$ cat src/rtl/sct_mul.sv
module sct_mul #(
    parameter int AW = 53,
    parameter int BW = 26
) (
    input  logic                    aclk,
    input  logic                    en,
    input  logic signed [AW-1:0]    a,
    input  logic signed [BW-1:0]    b,
    output logic signed [AW+BW-1:0] prod
);
    localparam int LW = AW / 2;
    localparam int HW = AW - LW;
    localparam int PW = AW + BW;

    logic signed [LW:0]        a_lo;
    logic signed [HW-1:0]      a_hi;
    logic signed [LW+BW:0]     plo_reg;
    logic signed [HW+BW-1:0]   phi_reg;
    logic signed [PW-1:0]      prod_reg;

    assign a_lo = $signed({1'b0, a[LW-1:0]});
    assign a_hi = a[AW-1:LW];

    // Partial products, then combine
    always_ff @(posedge aclk) begin
        if (en) begin
            plo_reg  <= a_lo * b;
            phi_reg  <= a_hi * b;
            prod_reg <= (PW'(phi_reg) <<< LW) + PW'(plo_reg);
        end
    end

    assign prod = prod_reg;

endmodule

$ cat config.mk
export PLATFORM = sky130hd
export DESIGN_NAME = sct_mul
export DESIGN_NICKNAME = d
export VERILOG_FILES = /design/src/rtl/sct_mul.sv
export SDC_FILE = /design/constraint.sdc
export NUM_CORES = 2
export LEC_CHECK = 0
export BUFFER_PORTS_ARGS = -buffer_cell sky130_fd_sc_hd__buf_2
export CAP_MARGIN = 20
export CORE_MARGIN = 2
export CORE_UTILIZATION = 35
export DETAILED_ROUTE_END_ITERATION = 7
export PLACE_DENSITY = 0.52
export SLEW_MARGIN = 25
export SYNTH_ARGS = -nofsm -noshare
export SYNTH_HDL_FRONTEND = slang
export SYNTH_SLANG_ARGS = --single-unit
$ cat constraint.sdc
create_clock -name aclk -period 9.45 [get_ports aclk]
set_clock_uncertainty 0.05 [all_clocks]
set_input_delay 0.945 -clock aclk [delete_from_list [all_inputs] [get_ports aclk]]
set_output_delay 0.945 -clock aclk [all_outputs]
set_load 0.05 [all_outputs]
Yosys cells after proc, flatten, opt, wreduce, memory -nomap -nowiden --
Cells that the tools add are included.
Word-level totals: register bits 185, input port bits 81, output and inout bits 79, logic and storage cells 6
Operators by class: add/subtract/negate cells 1, multiply operators 2
Operators with widths (count):
- $mul A27 B26 Y53 | 2
- $add A79 B53 Y79 | 1

Logic depth before layout (Yosys ltp) --
depth after elaboration 1, depth in mapped cells 29, mapped depth without buffers 26

Worst setup path before layout --
No wires, ideal clock.
path kind in2reg, start input b[2], end register plo_reg[46] (data pin), setup time 0.259 ns, arrival time 7.488 ns, required time 9.141 ns, slack 1.653 ns, stages 27, buffers on the path 3, cells stage by stage clkbuf_1 > clkbuf_1 > nand2_1 > fa_1 > inv_1 > fa_1 > inv_1 > fa_1 > fa_1 > inv_1 > fa_1 > fa_1 > inv_1 > fa_1 > inv_1 > ha_1 > clkbuf_2 > a21oi_1 > o21ai_1 > a2111o_1 > a211oi_2 > a211oi_1 > o32ai_2 > o21ai_1 > a21o_1 > a21oi_1 > xnor2_1
On the way: cells in the longest elaborated chain, start to end 1
RTL lines:
- from (decl) | RTL line 8 | input logic signed [BW-1:0] b,
- $mul A27 B26 Y53 | RTL line 27 | plo_reg <= a_lo * b;
- to (signal assigned) | RTL line 27
- to (decl) | RTL line 17 | logic signed [LW+BW:0] plo_reg;
No other way between the ends. A chain may end at the register's enable or synchronous reset.

Final worst setup path --
start input b[5], end register phi_reg[52] (data pin)
On the way: cells in the longest elaborated chain, start to end 1
RTL lines:
- $mul A27 B26 Y53 | RTL line 28 | phi_reg <= a_hi * b;
- to (signal assigned) | RTL line 28
- to (decl) | RTL line 18 | logic signed [HW+BW-1:0] phi_reg;
No other way between the ends.

==> metrics <==
CTS sink cnt=185; largest net degree at the start of global routing=70; post-route ant nets=0; CP Data Required Time=9.68 ns; R2R Path End=prod[76]; worst slew pin tran=1.08 ns; Cell variety after synth=76; layout cells sized above 1=5.35%; CTS Buffer Depth=2; CTS root buffer=clkbuf_16; wire length per cell=20.1 um; Clk Latency, worst-skew pair=roughly 0.54 ns; GRT Util Overall=approximately 21%; area of the multi-input gates=44000 um2; fill cell count=16100; status=complete, no violations; register area share after synthesis=9.95%; Reg2Reg Launch Point=plo_reg[26]; post-synthesis register bit count=185; PortBufs=approximately 160; CTS tree=built; Iter 0 DRT Violations=2432; Final nets=around 7700; vias after detailed routing=between 30000 and 40000; Die Span Y=403 um; Detail Placement HPWL=127000 um; most numerous cell in the Yosys netlist=inv_1; Reg clk slew, reported paths=0.08 ns; area growth from synthesis to layout=6.58%; Warnings, synthesis=0; # IOs=160; min Tclk post-route=~8.5 ns; Overflow after GRT=0; worst min path class=reg -> reg; Post-CTS Resized=0; routed wire length=~160000 um; First-pass DRT Iterations=5; placed cell count=7914; first-pass GRT wire length=255000 um; fmax=about 0.12 GHz; Main synth FF type=edfxtp_1; Syn Nets=7687; vias in the first global route=43200; Final Cycle Share=89.4%; Reg area=roughly 5600 um2; Slew HR=roughly 28%; post-synth top area share=a little under half; synth cell count leaders=inv_1 (1384), fa_1 (1309), nand2_1 (836), and2_1 (589), ha_1 (420); Mapped Cells=5877; # setup viols final=0; row count=146; critical path class=in -> reg; placer's final routability congestion estimate=0.870; Synth area leaders=fa_1 (47%), edfxtp_1 (9.9%), ha_1 (9.4%); initial antenna violation count=17; CP arrival=8.68 ns; Layout Cells excl Fill=7951; number of flip-flops in the largest register=79; TNS Setup=0 ns; worst hold start=plo_reg[4]; FF-to-FF setup slack=around 5.0 ns; final hold vios=0; Die X=403 um; Mapped Area=roughly 56000 um2; die area=163000 um2; R2R cell count=13; RSZ-0062 raised after global routing=no; CP Capture Type=flop; core area=158000 um2; Initial Util=35.3%; Post-CTS Setup Bufs=0; CTS HTree Levels=4; async set or reset register ratio after synthesis=0%; max-cap viol count=0; CTS buffer count=17; Startpoint Class=input pin; crit-path max FO=21; WHS Path Cells=0; fin util=37.6%; post-cts hold buffer count=0; DRC=0; Worst Hold Path EP=prod[4]; Mean Syn Cell Area=9.50 um2; routed vias/inst=approximately 4.9; area leader, netlist=fa_1; Post-synth EDFFs=185; fin. max-slew vios=0
## stage by stage
stage | hold slack, ns | area [um2] | setup slack, ns
floorplan | 0.350 | 55800 | 1.65
global placement | 0.353 | 58900 | 0.545
detailed placement | 0.355 | 58900 | 0.507
CTS | 0.374 | 59500 | 1.10
global route | 0.380 | 59500 | 0.627
finish | 0.373 | 59500 | 1.00
## cells in the final DEF, fill, tap and decap left out, types with 5 or more instances in the layout
master / instances
o21ai_1: 6
diode_2: 6
buf_2: 158
a31oi_1: 12
ha_1: 420
a211oi_1: 15
nand3_1: 31
o21a_1: 24
fa_1: 1309
edfxtp_1: 185
nand2_1: 836
nor3_1: 23
a21boi_0: 5
buf_12: 9
inv_1: 1384
buf_4: 84
o31ai_1: 6
or3_1: 6
xnor2_1: 102
inv_8: 5
a211o_1: 6
o211ai_1: 17
nor2b_1: 12
a21o_1: 77
o21ai_0: 65
nand4_1: 19
o21bai_1: 19
and2_1: 589
xor2_1: 53
a21oi_1: 148
a31o_2: 7
clkbuf_16: 17
nor2_1: 97
nand2b_1: 35
and3_1: 10
## layout make-up
type	instances	area share [%]
diodes	6	0.0252
inverters	1385	8.74
repair buffers	252	2.72
multi-input cells	4020	73.9
clock inverters	13	0.221
flip-flops and latches	185	9.33
well taps	2072	4.36
clock buffers	18	0.721
## critical path, stage by stage
cell       delay, ns
buf_2           0.58
buf_4           0.35
nand2_1         0.10
fa_1            0.54
inv_1           0.05
fa_1            0.48
inv_1           0.06
fa_1            0.49
fa_1            0.51
inv_1           0.05
fa_1            0.52
fa_1            0.49
inv_1           0.05
fa_1            0.47
inv_1           0.04
ha_1            0.38
a21oi_1         0.20
o21ai_0         0.20
a221o_1         0.42
nand2b_1        0.15
a2bb2oi_1       0.21
a311oi_1        0.58
a21oi_1         0.23
a211o_1         0.30
a21oi_1         0.17
xnor2_1         0.07
## routing by layer
metal  track usage [%]  vias up  share of wire [%]
met1              28.3    20300                 44
met5                 0        -              0.024
li1                  -    17400                  -
met3              2.93      169                5.6
met2              34.2     1005                 47
met4              5.69        6                2.5
## cells by family after synthesis
kind of cell / after synthesis / share of synthesized area (%)
fa+ha+maj: 1729 / 56.3
simple gates: 1684 / 14.6
compound gates: 452 / 5.30
xor+xnor: 155 / 2.43
flops: 185 / 9.95
buf+inv: 1672 / 11.3
## how the worst max path moves through the flow
stage	start	endpoint	slack, ns	cells past startpoint
CTS	b[11]	phi_reg[52]	1.10	25
global placement	b[5]	phi_reg[52]	0.54	26
detailed placement	b[11]	phi_reg[52]	0.51	25
floorplan	b[2]	plo_reg[46]	1.65	27
global route	b[13]	plo_reg[51]	0.63	25
finish	b[5]	phi_reg[52]	1.0	26
Power is not shown: default switching activity piles up to over one toggle a cycle in this logic, so the estimate is an artifact.
